## src/sv/cbrw_pkg.sv

```systemverilog
package cbrw_pkg;

	localparam int SLOTS     = 16;
	localparam int SLOT_W    = 4;
	localparam int SHARDS    = 16;
	localparam int SHARD_W   = 4;
	localparam int MAX_STEPS = 32;

	localparam logic [4:0]  DEF_WINDOW  = 5'd16;
	localparam logic [4:0]  DEF_SHARDS  = 5'd4;
	localparam logic [30:0] DEF_TIMEOUT = 31'd50000;

	// register indexes (word address)
	localparam logic [1:0] REG_WINDOW  = 2'd0;
	localparam logic [1:0] REG_SHARDS  = 2'd1;
	localparam logic [1:0] REG_TIMEOUT = 2'd2;

	typedef enum logic [1:0] {
		CMD_INSERT  = 2'd0,
		CMD_CHECK   = 2'd1,
		CMD_MARK    = 2'd2,
		CMD_ADVANCE = 2'd3
	} command_t;

	typedef enum logic [3:0] {
		ST_STORED   = 4'd0,
		ST_NOSLOT   = 4'd1,
		ST_DECODED  = 4'd2,
		ST_BADIDX   = 4'd3,
		ST_DUP      = 4'd4,
		ST_NOTREADY = 4'd5,
		ST_READY    = 4'd6,
		ST_MARKED   = 4'd7,
		ST_ADVANCED = 4'd8
	} status_t;

	typedef enum logic [1:0] {
		OP_NONE,
		OP_ADD,
		OP_MARK,
		OP_CLEAR
	} tbl_op_t;

	typedef enum logic [2:0] {
		S_IDLE,
		S_LOOK,
		S_RESOLVE,
		S_ADV_SCAN,
		S_ADV_CLEAR,
		S_ADV_DONE
	} state_t;

	// slot table write request
	typedef struct packed {
		tbl_op_t             op;
		logic [SLOT_W-1:0]   idx;
		logic [31:0]         block;
		logic [SHARD_W-1:0]  shard;
		logic [31:0]         stamp;
	} tbl_wr_t;

	// slot table compare results for the addressed slot
	typedef struct packed {
		logic               occ;
		logic               eq;
		logic               newer;
		logic               done;
		logic               expired;
		logic [4:0]         count;
		logic [SHARDS-1:0]  map;
	} tbl_rd_t;

endpackage

```

## src/sv/cbrw_if.sv

```systemverilog
// command channel
interface cbrw_req_if;
	logic        valid;
	logic        ready;
	logic [1:0]  command;
	logic [31:0] block_num;
	logic [7:0]  shard_pos;
	logic [31:0] now_time;

	modport source (output valid, command, block_num, shard_pos, now_time, input ready);
	modport sink   (input valid, command, block_num, shard_pos, now_time, output ready);
endinterface

// result channel
interface cbrw_rsp_if;
	logic        valid;
	logic        ready;
	logic [3:0]  status;
	logic [3:0]  slot_index;
	logic [4:0]  shard_count;
	logic [15:0] received_map;
	logic [31:0] base_block;
	logic [5:0]  advanced;

	modport source (output valid, status, slot_index, shard_count, received_map,
		base_block, advanced, input ready);
	modport sink   (input valid, status, slot_index, shard_count, received_map,
		base_block, advanced, output ready);
endinterface

```

## src/sv/cbrw_slot_table.sv

```systemverilog
module cbrw_slot_table (
	input  logic                        clk,
	input  logic                        arst_n,
	input  logic [cbrw_pkg::SLOT_W-1:0] rd_idx,
	input  logic [31:0]                 key,
	input  logic [31:0]                 base,
	input  logic [31:0]                 now,
	input  logic [30:0]                 timeout,
	input  cbrw_pkg::tbl_wr_t           wr,
	output cbrw_pkg::tbl_rd_t           rd
);
	import cbrw_pkg::*;

	logic [31:0]       block_q [SLOTS];
	logic [31:0]       first_q [SLOTS];
	logic [4:0]        count_q [SLOTS];
	logic [SHARDS-1:0] map_q   [SLOTS];
	logic [SLOTS-1:0]  done_q;

	logic [31:0] diff;
	logic [31:0] age;

	// shared compare unit on the addressed slot
	always_comb begin
		diff       = block_q[rd_idx] - base;
		age        = now - first_q[rd_idx];
		rd.occ     = count_q[rd_idx] != 5'd0;
		rd.eq      = rd.occ && (block_q[rd_idx] == key);
		rd.newer   = rd.occ && !diff[31] && (diff != 32'd0);
		rd.done    = done_q[rd_idx];
		rd.expired = !age[31] && (age[30:0] >= timeout);
		rd.count   = count_q[rd_idx];
		rd.map     = map_q[rd_idx];
	end

	// payload: block number and first arrival
	always_ff @(posedge clk) begin
		if (wr.op == OP_ADD && count_q[wr.idx] == 5'd0) begin
			block_q[wr.idx] <= wr.block;
			first_q[wr.idx] <= wr.stamp;
		end
	end

	// occupancy, bitmap, decoded flag
	always_ff @(posedge clk or negedge arst_n) begin
		if (!arst_n) begin
			for (int i = 0; i < SLOTS; i++) begin
				count_q[i] <= '0;
				map_q[i]   <= '0;
			end
			done_q <= '0;
		end else begin
			case (wr.op)
				OP_ADD: begin
					map_q[wr.idx]   <= map_q[wr.idx] | (SHARDS'(1) << wr.shard);
					count_q[wr.idx] <= count_q[wr.idx] + 5'd1;
				end
				OP_MARK: begin
					done_q[wr.idx] <= 1'b1;
				end
				OP_CLEAR: begin
					count_q[wr.idx] <= '0;
					map_q[wr.idx]   <= '0;
					done_q[wr.idx]  <= 1'b0;
				end
				default: ;
			endcase
		end
	end

endmodule

```

## src/sv/cbrw_ctrl.sv

```systemverilog
module cbrw_ctrl (
	input  logic                 clk,
	input  logic                 arst_n,
	input  logic [4:0]           win_cfg,
	input  logic [4:0]           data_shards,
	cbrw_req_if.sink             req,
	cbrw_rsp_if.source           rsp,
	input  cbrw_pkg::tbl_rd_t    rd,
	output logic [cbrw_pkg::SLOT_W-1:0] rd_idx,
	output logic [31:0]          key,
	output logic [31:0]          base,
	output logic [31:0]          now,
	output cbrw_pkg::tbl_wr_t    wr
);
	import cbrw_pkg::*;

	state_t state_q, state_d;

	command_t          cmd_q;
	logic [31:0]       id_q;
	logic [7:0]        shard_q;
	logic [31:0]       now_q;
	logic [31:0]       base_q;
	logic [4:0]        scan_q;
	logic [5:0]        moved_q;
	logic              match_q, free_q;
	logic [SLOT_W-1:0] match_idx_q, free_idx_q;
	logic              bmf_q, bmgo_q, newer_q;

	logic              rsp_valid_q;
	logic [3:0]        rsp_status_q;
	logic [3:0]        rsp_idx_q;
	logic [4:0]        rsp_cnt_q;
	logic [15:0]       rsp_map_q;
	logic [31:0]       rsp_base_q;
	logic [5:0]        rsp_moved_q;

	logic [4:0]        ws, k;
	logic [31:0]       req_diff;
	logic              in_win, accept, out_busy, last_ws, last_all;
	logic              hit, bmf_n, bmgo_n, newer_n, go;
	logic [SLOT_W-1:0] sel;
	logic              load;
	status_t           st;
	logic [3:0]        o_idx;
	logic [4:0]        o_cnt;
	logic [15:0]       o_map;

	// window and threshold
	always_comb begin
		ws       = (win_cfg > 5'(SLOTS)) ? 5'(SLOTS) : win_cfg;
		k        = (data_shards == 5'd0) ? 5'd1 : data_shards;
		req_diff = req.block_num - base_q;
		in_win   = !req_diff[31] && (req_diff[30:5] == '0) && (req_diff[4:0] < ws);
		accept   = req.valid && req.ready;
		out_busy = rsp_valid_q && !rsp.ready;
		last_ws  = scan_q == (ws - 5'd1);
		last_all = scan_q == 5'(SLOTS - 1);
		hit      = match_q || free_q;
		sel      = match_q ? match_idx_q : free_idx_q;
		bmf_n    = bmf_q || rd.eq;
		bmgo_n   = bmf_q ? bmgo_q : (rd.eq && (rd.done || rd.expired));
		newer_n  = newer_q || rd.newer;
		go       = (bmf_n && bmgo_n) || newer_n;
	end

	assign req.ready = state_q == S_IDLE;
	assign rd_idx    = (state_q == S_RESOLVE) ? sel : scan_q[SLOT_W-1:0];
	assign key       = (state_q == S_LOOK) ? id_q : base_q;
	assign base      = base_q;
	assign now       = now_q;

	// state register
	always_ff @(posedge clk or negedge arst_n) begin
		if (!arst_n) begin
			state_q <= S_IDLE;
		end else begin
			state_q <= state_d;
		end
	end

	// next state, table writes, result values
	always_comb begin
		state_d  = state_q;
		wr       = '0;
		wr.op    = OP_NONE;
		wr.idx   = sel;
		wr.block = id_q;
		wr.shard = shard_q[SHARD_W-1:0];
		wr.stamp = now_q;
		load     = 1'b0;
		st       = ST_NOSLOT;
		o_idx    = '0;
		o_cnt    = '0;
		o_map    = '0;
		unique case (state_q)
			S_IDLE: begin
				if (accept) begin
					if (command_t'(req.command) == CMD_ADVANCE) begin
						state_d = (ws == 5'd0) ? S_ADV_DONE : S_ADV_SCAN;
					end else begin
						state_d = in_win ? S_LOOK : S_RESOLVE;
					end
				end
			end
			S_LOOK: begin
				if (last_ws) state_d = S_RESOLVE;
			end
			S_RESOLVE: begin
				if (hit) begin
					o_idx = 4'(sel);
					o_cnt = rd.count;
					o_map = rd.map;
					if (rd.done) begin
						st = ST_DECODED;
					end else if (cmd_q == CMD_INSERT) begin
						if (shard_q >= 8'(SHARDS)) begin
							st = ST_BADIDX;
						end else if (rd.map[shard_q[SHARD_W-1:0]]) begin
							st = ST_DUP;
						end else begin
							st    = ST_STORED;
							o_cnt = rd.count + 5'd1;
							o_map = rd.map | (SHARDS'(1) << shard_q[SHARD_W-1:0]);
							if (!out_busy) wr.op = OP_ADD;
						end
					end else if (rd.count < k) begin
						st = ST_NOTREADY;
					end else if (cmd_q == CMD_CHECK) begin
						st = ST_READY;
					end else begin
						st = ST_MARKED;
						if (!out_busy) wr.op = OP_MARK;
					end
				end
				if (!out_busy) begin
					load    = 1'b1;
					state_d = S_IDLE;
				end
			end
			S_ADV_SCAN: begin
				if (last_ws) state_d = go ? S_ADV_CLEAR : S_ADV_DONE;
			end
			S_ADV_CLEAR: begin
				if (rd.eq) begin
					wr.op  = OP_CLEAR;
					wr.idx = scan_q[SLOT_W-1:0];
				end
				if (last_all) begin
					state_d = (moved_q == 6'(MAX_STEPS - 1)) ? S_ADV_DONE : S_ADV_SCAN;
				end
			end
			S_ADV_DONE: begin
				st = ST_ADVANCED;
				if (!out_busy) begin
					load    = 1'b1;
					state_d = S_IDLE;
				end
			end
			default: state_d = S_IDLE;
		endcase
	end

	// command beat and scan bookkeeping
	always_ff @(posedge clk or negedge arst_n) begin
		if (!arst_n) begin
			base_q  <= '0;
			scan_q  <= '0;
			moved_q <= '0;
			match_q <= 1'b0;
			free_q  <= 1'b0;
			bmf_q   <= 1'b0;
			bmgo_q  <= 1'b0;
			newer_q <= 1'b0;
		end else begin
			case (state_q)
				S_IDLE: begin
					scan_q  <= '0;
					moved_q <= '0;
					match_q <= 1'b0;
					free_q  <= 1'b0;
					bmf_q   <= 1'b0;
					bmgo_q  <= 1'b0;
					newer_q <= 1'b0;
				end
				S_LOOK: begin
					scan_q <= scan_q + 5'd1;
					if (rd.eq && !match_q) begin
						match_q     <= 1'b1;
						match_idx_q <= scan_q[SLOT_W-1:0];
					end
					if (!rd.occ && !free_q) begin
						free_q     <= 1'b1;
						free_idx_q <= scan_q[SLOT_W-1:0];
					end
				end
				S_ADV_SCAN: begin
					bmf_q   <= bmf_n;
					bmgo_q  <= bmgo_n;
					newer_q <= newer_n;
					scan_q  <= last_ws ? 5'd0 : scan_q + 5'd1;
				end
				S_ADV_CLEAR: begin
					scan_q <= last_all ? 5'd0 : scan_q + 5'd1;
					if (last_all) begin
						base_q  <= base_q + 32'd1;
						moved_q <= moved_q + 6'd1;
						bmf_q   <= 1'b0;
						bmgo_q  <= 1'b0;
						newer_q <= 1'b0;
					end
				end
				default: ;
			endcase
		end
	end

	// latched command payload
	always_ff @(posedge clk) begin
		if (accept) begin
			cmd_q   <= command_t'(req.command);
			id_q    <= req.block_num;
			shard_q <= req.shard_pos;
			now_q   <= req.now_time;
		end
	end

	// result register
	always_ff @(posedge clk or negedge arst_n) begin
		if (!arst_n) begin
			rsp_valid_q <= 1'b0;
		end else if (load) begin
			rsp_valid_q <= 1'b1;
		end else if (rsp.ready) begin
			rsp_valid_q <= 1'b0;
		end
	end

	// base is captured with the beat so a later advance cannot disturb it
	always_ff @(posedge clk) begin
		if (load) begin
			rsp_status_q <= st;
			rsp_idx_q    <= o_idx;
			rsp_cnt_q    <= o_cnt;
			rsp_map_q    <= o_map;
			rsp_base_q   <= base_q;
			rsp_moved_q  <= (state_q == S_ADV_DONE) ? moved_q : 6'd0;
		end
	end

	assign rsp.valid        = rsp_valid_q;
	assign rsp.status       = rsp_status_q;
	assign rsp.slot_index   = rsp_idx_q;
	assign rsp.shard_count  = rsp_cnt_q;
	assign rsp.received_map = rsp_map_q;
	assign rsp.base_block   = rsp_base_q;
	assign rsp.advanced     = rsp_moved_q;

endmodule

```

## src/sv/coded_block_receive_window.sv

```systemverilog
// Channel  Dir  Beat contents
// req      in   command, block_num, shard_pos, now_time
// rsp      out  status, slot_index, shard_count, received_map, base_block, advanced
// apb      in   window @0x0, data_shards @0x4, timeout_us @0x8
//
// Insert, check, mark: a look pass over W slots (W = window size capped at 16; none
// out of window), one slot per cycle through the single table read port and its
// compare unit, then resolve. Advance: per base step a scan of W slots, then a full
// clear pass of all 16 slots; the closing scan is dropped when the steps reach 32.
// Reset leaves the table empty and base at zero; ready straight out of reset.
// A stalled result holds; the next command is taken while it waits.
module coded_block_receive_window (
	input  logic        clk,
	input  logic        arst_n,
	cbrw_req_if.sink    req,
	cbrw_rsp_if.source  rsp,
	input  logic        psel,
	input  logic        penable,
	input  logic        pwrite,
	input  logic [3:0]  paddr,
	input  logic [31:0] pwdata,
	output logic [31:0] prdata,
	output logic        pready
);
	import cbrw_pkg::*;

	logic [4:0]  window_q;
	logic [4:0]  shards_q;
	logic [30:0] timeout_q;

	logic [SLOT_W-1:0] rd_idx;
	logic [31:0]       key, base, now;
	tbl_wr_t           wr;
	tbl_rd_t           rd;

	// configuration registers
	always_ff @(posedge clk or negedge arst_n) begin
		if (!arst_n) begin
			window_q  <= DEF_WINDOW;
			shards_q  <= DEF_SHARDS;
			timeout_q <= DEF_TIMEOUT;
		end else if (psel && penable && pwrite) begin
			unique case (paddr[3:2])
				REG_WINDOW:  window_q  <= pwdata[4:0];
				REG_SHARDS:  shards_q  <= pwdata[4:0];
				REG_TIMEOUT: timeout_q <= pwdata[30:0];
				default: ;
			endcase
		end
	end

	always_comb begin
		unique case (paddr[3:2])
			REG_WINDOW:  prdata = {27'd0, window_q};
			REG_SHARDS:  prdata = {27'd0, shards_q};
			REG_TIMEOUT: prdata = {1'b0, timeout_q};
			default:     prdata = '0;
		endcase
	end

	assign pready = 1'b1;

	cbrw_ctrl u_ctrl (
		.clk         (clk),
		.arst_n      (arst_n),
		.win_cfg     (window_q),
		.data_shards (shards_q),
		.req         (req),
		.rsp         (rsp),
		.rd          (rd),
		.rd_idx      (rd_idx),
		.key         (key),
		.base        (base),
		.now         (now),
		.wr          (wr)
	);

	cbrw_slot_table u_table (
		.clk     (clk),
		.arst_n  (arst_n),
		.rd_idx  (rd_idx),
		.key     (key),
		.base    (base),
		.now     (now),
		.timeout (timeout_q),
		.wr      (wr),
		.rd      (rd)
	);

endmodule

```

## src/flat_wrapper.sv

```systemverilog
// flat-port wrapper written by rule: the top's interface ports become plain ports
module coded_block_receive_window_flat import cbrw_pkg::*;
  (clk, arst_n, psel, penable, pwrite, paddr, pwdata, prdata, pready, req_valid, req_command, req_block_num, req_shard_pos, req_now_time, req_ready, rsp_valid, rsp_status, rsp_slot_index, rsp_shard_count, rsp_received_map, rsp_base_block, rsp_advanced, rsp_ready);
  cbrw_req_if req_i ();
  cbrw_rsp_if rsp_i ();
  input  logic clk;
  input  logic arst_n;
  input  logic psel;
  input  logic penable;
  input  logic pwrite;
  input  logic [3:0] paddr;
  input  logic [31:0] pwdata;
  output logic [31:0] prdata;
  output logic pready;
  input wire logic [$bits(req_i.valid)-1:0] req_valid;
  input wire logic [$bits(req_i.command)-1:0] req_command;
  input wire logic [$bits(req_i.block_num)-1:0] req_block_num;
  input wire logic [$bits(req_i.shard_pos)-1:0] req_shard_pos;
  input wire logic [$bits(req_i.now_time)-1:0] req_now_time;
  output wire logic [$bits(req_i.ready)-1:0] req_ready;
  output wire logic [$bits(rsp_i.valid)-1:0] rsp_valid;
  output wire logic [$bits(rsp_i.status)-1:0] rsp_status;
  output wire logic [$bits(rsp_i.slot_index)-1:0] rsp_slot_index;
  output wire logic [$bits(rsp_i.shard_count)-1:0] rsp_shard_count;
  output wire logic [$bits(rsp_i.received_map)-1:0] rsp_received_map;
  output wire logic [$bits(rsp_i.base_block)-1:0] rsp_base_block;
  output wire logic [$bits(rsp_i.advanced)-1:0] rsp_advanced;
  input wire logic [$bits(rsp_i.ready)-1:0] rsp_ready;
  assign req_i.valid = req_valid;
  assign req_i.command = req_command;
  assign req_i.block_num = req_block_num;
  assign req_i.shard_pos = req_shard_pos;
  assign req_i.now_time = req_now_time;
  assign req_ready = req_i.ready;
  assign rsp_valid = rsp_i.valid;
  assign rsp_status = rsp_i.status;
  assign rsp_slot_index = rsp_i.slot_index;
  assign rsp_shard_count = rsp_i.shard_count;
  assign rsp_received_map = rsp_i.received_map;
  assign rsp_base_block = rsp_i.base_block;
  assign rsp_advanced = rsp_i.advanced;
  assign rsp_i.ready = rsp_ready;
  coded_block_receive_window u_core (.clk(clk), .arst_n(arst_n), .req(req_i), .rsp(rsp_i), .psel(psel), .penable(penable), .pwrite(pwrite), .paddr(paddr), .pwdata(pwdata), .prdata(prdata), .pready(pready));
endmodule
```

## config.mk

```make
export PLATFORM = sky130hd
export DESIGN_NAME = coded_block_receive_window_flat
export DESIGN_NICKNAME = d
export VERILOG_FILES = /design/src/sv/cbrw_pkg.sv /design/src/sv/cbrw_if.sv /design/src/sv/cbrw_slot_table.sv /design/src/sv/cbrw_ctrl.sv /design/src/sv/coded_block_receive_window.sv /design/src/flat_wrapper.sv
export SDC_FILE = /design/constraint.sdc
export NUM_CORES = 2
export LEC_CHECK = 0
export ABC_AREA = 1
export BUFFER_PORTS_ARGS = -buffer_cell sky130_fd_sc_hd__buf_2
export CAP_MARGIN = 20
export CORE_ASPECT_RATIO = 2
export CORE_MARGIN = 3
export CORE_UTILIZATION = 65
export CTS_CLUSTER_DIAMETER = 200
export DETAILED_ROUTE_END_ITERATION = 7
export GPL_ROUTABILITY_DRIVEN = 0
export PLACE_DENSITY_LB_ADDON = 0.25
export RECOVER_POWER = 50
export REMOVE_ABC_BUFFERS = 1
export SLEW_MARGIN = 20
export SYNTH_ARGS = -nofsm -noshare
export SYNTH_HDL_FRONTEND = slang
export SYNTH_SLANG_ARGS = --single-unit
export TNS_END_PERCENT = 5
```

## constraint.sdc

```tcl
create_clock -name clk -period 26.6 [get_ports clk]
set_clock_uncertainty 0.1 [all_clocks]
set_input_delay 5.32 -clock clk [delete_from_list [all_inputs] [get_ports clk]]
set_output_delay 5.32 -clock clk [all_outputs]
set_load 0.01 [all_outputs]
```

==> results_dict.tcl <==
set metrics [dict create \
    coreArea_um2 117000 \
    holdWs_ns 0.386 \
    setup_tns_ns 0 \
    dp_hpwl_um 142000 \
    wirelength_um 244000 \
    root_buffer "clkbuf_16" \
    fin_nets 8165 \
    min_from "u_core.u_table.map_q[255]" \
    avgSynthCellArea_um2 9.71 \
    clk_pin_slew_ns 0.07 \
    crit_top_cell "nand2_1" \
    crit_start "u_core.u_ctrl.state_q[2]" \
    endpoint "u_core.u_table.first_q[5][13]" \
    crit_family "simple AND/OR/NAND/NOR gates" \
    p_seq_share_pct 32.0 \
    final_common_cell "nand2_1" \
    grt_pass1_vias 62203 \
    htree_levels 4 \
    slew_viol_final 649 \
    relSlewSlack_pct -332 \
    firstDrtPassIters 8 \
    path_depth 35 \
    min_period_ns 16.80 \
    start_kind "flop" \
    r2r_start "u_core.u_ctrl.state_q[2]" \
    hold_violations 0 \
    cap_viol_max_count 9 \
    end_kind "flop" \
    synthesis.area_um2 76600 \
    syn_inst 7897 \
    ctsHoldBuffers 0 \
    clock_path_buffers 3 \
    postLayoutCoreUtil_pct 71.5 \
    pin_count 219 \
    cp_slowest_stage_delay_ns 3.14 \
    power_w 0.00949 \
    hold_path.class "reg2reg" \
    use_met2_pct 63.1 \
    viasPerCell 6.64 \
    crit_type "reg2reg" \
    die_h_um 492 \
    start_util_pct 65.7 \
    rsz0062_at_grt "no" \
    final.setup.worst_slack_ns 9.80 \
    p_switching_w 0.00403 \
    drc 4 \
    setup_viol 0 \
    ys_types 59 \
    grt.total_usage_pct 39.2 \
    num_vias 63410 \
    violations "DRC, capacitance limit, slew limit" \
    seq_area_frac_synth_pct 60.5 \
    grt_antenna_before_repair 14 \
    ys.warnings.count 0 \
    fp-row-count 177 \
    reg2regPathDepth 35 \
    cts_resized 0 \
    synthAdderAreaFrac_pct 2.41 \
    combPwrFrac_pct 45.1 \
    synth-compound-area-share_pct 8.83 \
    rrSetupSlack_ns 9.80 \
    p_per_area_nw_per_um2 114 \
    critPathBufInv 9 \
    vdd_drop_max_v 0.000150 \
    die_area_um2 122000 \
    critical_path_required_ns 26.91 \
    grt_pass1_wl_um 364000 \
    drtIter0Drc 9434 \
    synth_xor_area_share_pct 1.47 \
    die_x_um 249 \
    synthSimpleGateAreaFrac_pct 21.8 \
    final_antenna_net_count 0 \
    use_met1_pct 44.6 \
    wl_per_cell_um 25.5 \
    port_buffers 213 \
    leakagePower_nw 33.8 \
    cts_setup_buffers 0 \
    clock.fmax_mhz 59.5 \
    cts_made_buffers 139 \
    p_sw_share_pct 42.5 \
    crit_slowest_cell "clkbuf_1" \
    tritoncts "done" \
    layout-drive-gt1-share_pct 6.76 \
    grt_max_degree 210 \
    ys_ff_latch 1618 \
    fin_crit_sh_pct 63.2 \
    met3_usage_pct 9.63 \
    post-place-ws_ns 14.52 \
    p_clk_share_pct 22.8 \
    synth_top_family_by_area "simple AND/OR/NAND/NOR gates" \
    p_int_w 0.00545 \
    crit_fanout 97 \
    mostFrequentLayoutCells "nand2_1, edfxtp_1, nand3_1" \
    worst_pin_slew_ns 6.48 \
    muxShareOfSynthArea_pct 0.0392 \
    cp_data_arrival_time_ns 17.11 \
    insertion_delay_ns 0.80 \
    r2r-end "u_core.u_table.first_q[5][13]" \
    overflow 0 \
    status "finished, violations left" \
    top_usage_layer "met2" \
    area_growth_pct 8.81 \
    cts.sinks 1618 \
]
==> how the worst min path moves through the flow <==
stage	slack [ns]	endpoint	cells past startpoint
global placement	0.36	u_core.u_table.map_q[159]	2
floorplan	0.35	u_core.u_ctrl.rsp.base_block[14]	0
finish	0.39	u_core.u_table.map_q[255]	2
CTS	0.38	u_core.u_table.map_q[223]	2
detailed placement	0.37	u_core.u_table.map_q[223]	2
global route	0.40	u_core.u_ctrl.rsp.base_block[16]	0
==> cell usage after synthesis, drive strengths merged <==
master | count | area [um2]
buf | 232 | 1240
a211oi | 4 | 30.0
a22o | 4 | 35.0
nor4b | 1 | 8.76
xor2 | 104 | 911
dfrtp | 437 | 10900
nand3b | 8 | 60.1
edfxtp | 1173 | 35200
nor4 | 8 | 50.1
nor2 | 588 | 2270
o21bai | 11 | 86.3
clkinv | 2 | 7.51
a22oi | 80 | 601
nor3 | 40 | 200
nand3 | 1087 | 5450
a21oi | 195 | 1100
o31ai | 3 | 22.5
dfstp | 8 | 210
conb | 2 | 7.51
or4 | 2 | 15.0
a31oi | 8 | 50.1
o22ai | 52 | 325
ha | 143 | 1790
mux2i | 3 | 30.0
a221oi | 2 | 17.5
nand2 | 2143 | 8080
o221ai | 117 | 1020
a21boi | 10 | 75.1
a41oi | 2 | 17.5
inv | 459 | 1720
clkbuf | 219 | 823
a21o | 7 | 52.6
o211ai | 51 | 383
or2 | 5 | 31.3
fa | 3 | 60.1
o41ai | 1 | 8.76
o21ai | 559 | 2820
nand4 | 85 | 532
xnor2 | 25 | 219
o311ai | 7 | 61.3
o2111ai | 4 | 35.0
o21a | 3 | 22.5
==> cell families (layout without fill, tap and decap cells) <==
logic type | count (synthesis) | after routing
xor gates and xnor gates | 129 | 129
buffers and inverters | 912 | 1034
and+or+nand+nor | 3967 | 3967
AOI/OAI and AO/OA | 1120 | 1120
other | 2 | 9
muxes | 3 | 3
adders and majority gates | 146 | 146
DFF | 1618 | 1618
==> state kept, by name (all words and copies together) (netlist names), 4 cells and up, named ones only <==
name	count
u_core.u_ctrl.rsp.status	4
u_core.u_ctrl.id_q	32
u_core.u_ctrl.rsp.slot_index	4
u_core.timeout_q	31
u_core.u_ctrl.free_idx_q	4
u_core.u_table.block_q	512
u_core.u_ctrl.rsp.base_block	32
u_core.u_ctrl.rsp.advanced	6
u_core.u_ctrl.match_idx_q	4
u_core.u_table.count_q	80
u_core.u_table.map_q	256
u_core.u_ctrl.scan_q	5
u_core.u_table.first_q	512
u_core.window_q	5
u_core.u_ctrl.moved_q	6
u_core.u_ctrl.rsp.received_map	16
u_core.u_ctrl.rsp.shard_count	5
u_core.shards_q	5
u_core.u_ctrl.shard_q	8
u_core.u_ctrl.base	32
u_core.u_ctrl.now	32
==> power by group through the flow <==
| stage | logic (W) | clock network (W) | registers (W) |
|---|---|---|---|
| 6_report | 0.00428 | 0.00217 | 0.00304 |
| 3_5_place_dp | 0.00411 | 0 | 0.00308 |
| 5_1_grt | 0.00468 | 0.00226 | 0.00305 |
| 3_3_place_gp | 0.00397 | 0 | 0.00307 |
| 2_1_floorplan | 0.00310 | 0 | 0.00305 |
| 4_1_cts | 0.00415 | 0.00216 | 0.00302 |
==> cell type report <==
type | instances | area [um2]
Sequential cell | 1618 | 46400
Fill cell | 8196 | 33300
Multi-Input combinational cell | 5367 | 26700
Clock buffer | 186 | 3930
Tap cell | 1521 | 1900
Timing Repair Buffer | 315 | 1760
Inverter | 461 | 1740
Clock inverter | 72 | 923
Antenna cell | 7 | 17.5
==> per-layer routing <==
| layer | part of all wire (%) | vias up |
|---|---|---|
| met5 | 0.015 | - |
| met4 | 9.4 | 6 |
| met3 | 12 | 1472 |
| met2 | 47 | 4802 |
| met1 | 32 | 29840 |
| li1 | - | 27290 |
==> stage by stage <==
stage	instances	area, um2
after global placement	9280	78700
after floorplan	7446	74600
after detailed placement	9280	78700
after global routing	9541	83400
after CTS	9538	83500
final	9547	83400
==> worst min-delay path, cell delays in order, from the launching register on <==
cell	delay [ns]
dfrtp_1	0.34
nand2_1	0.06
nand2_1	0.05
No activity file was read; power rests on OpenSTA's default activity.
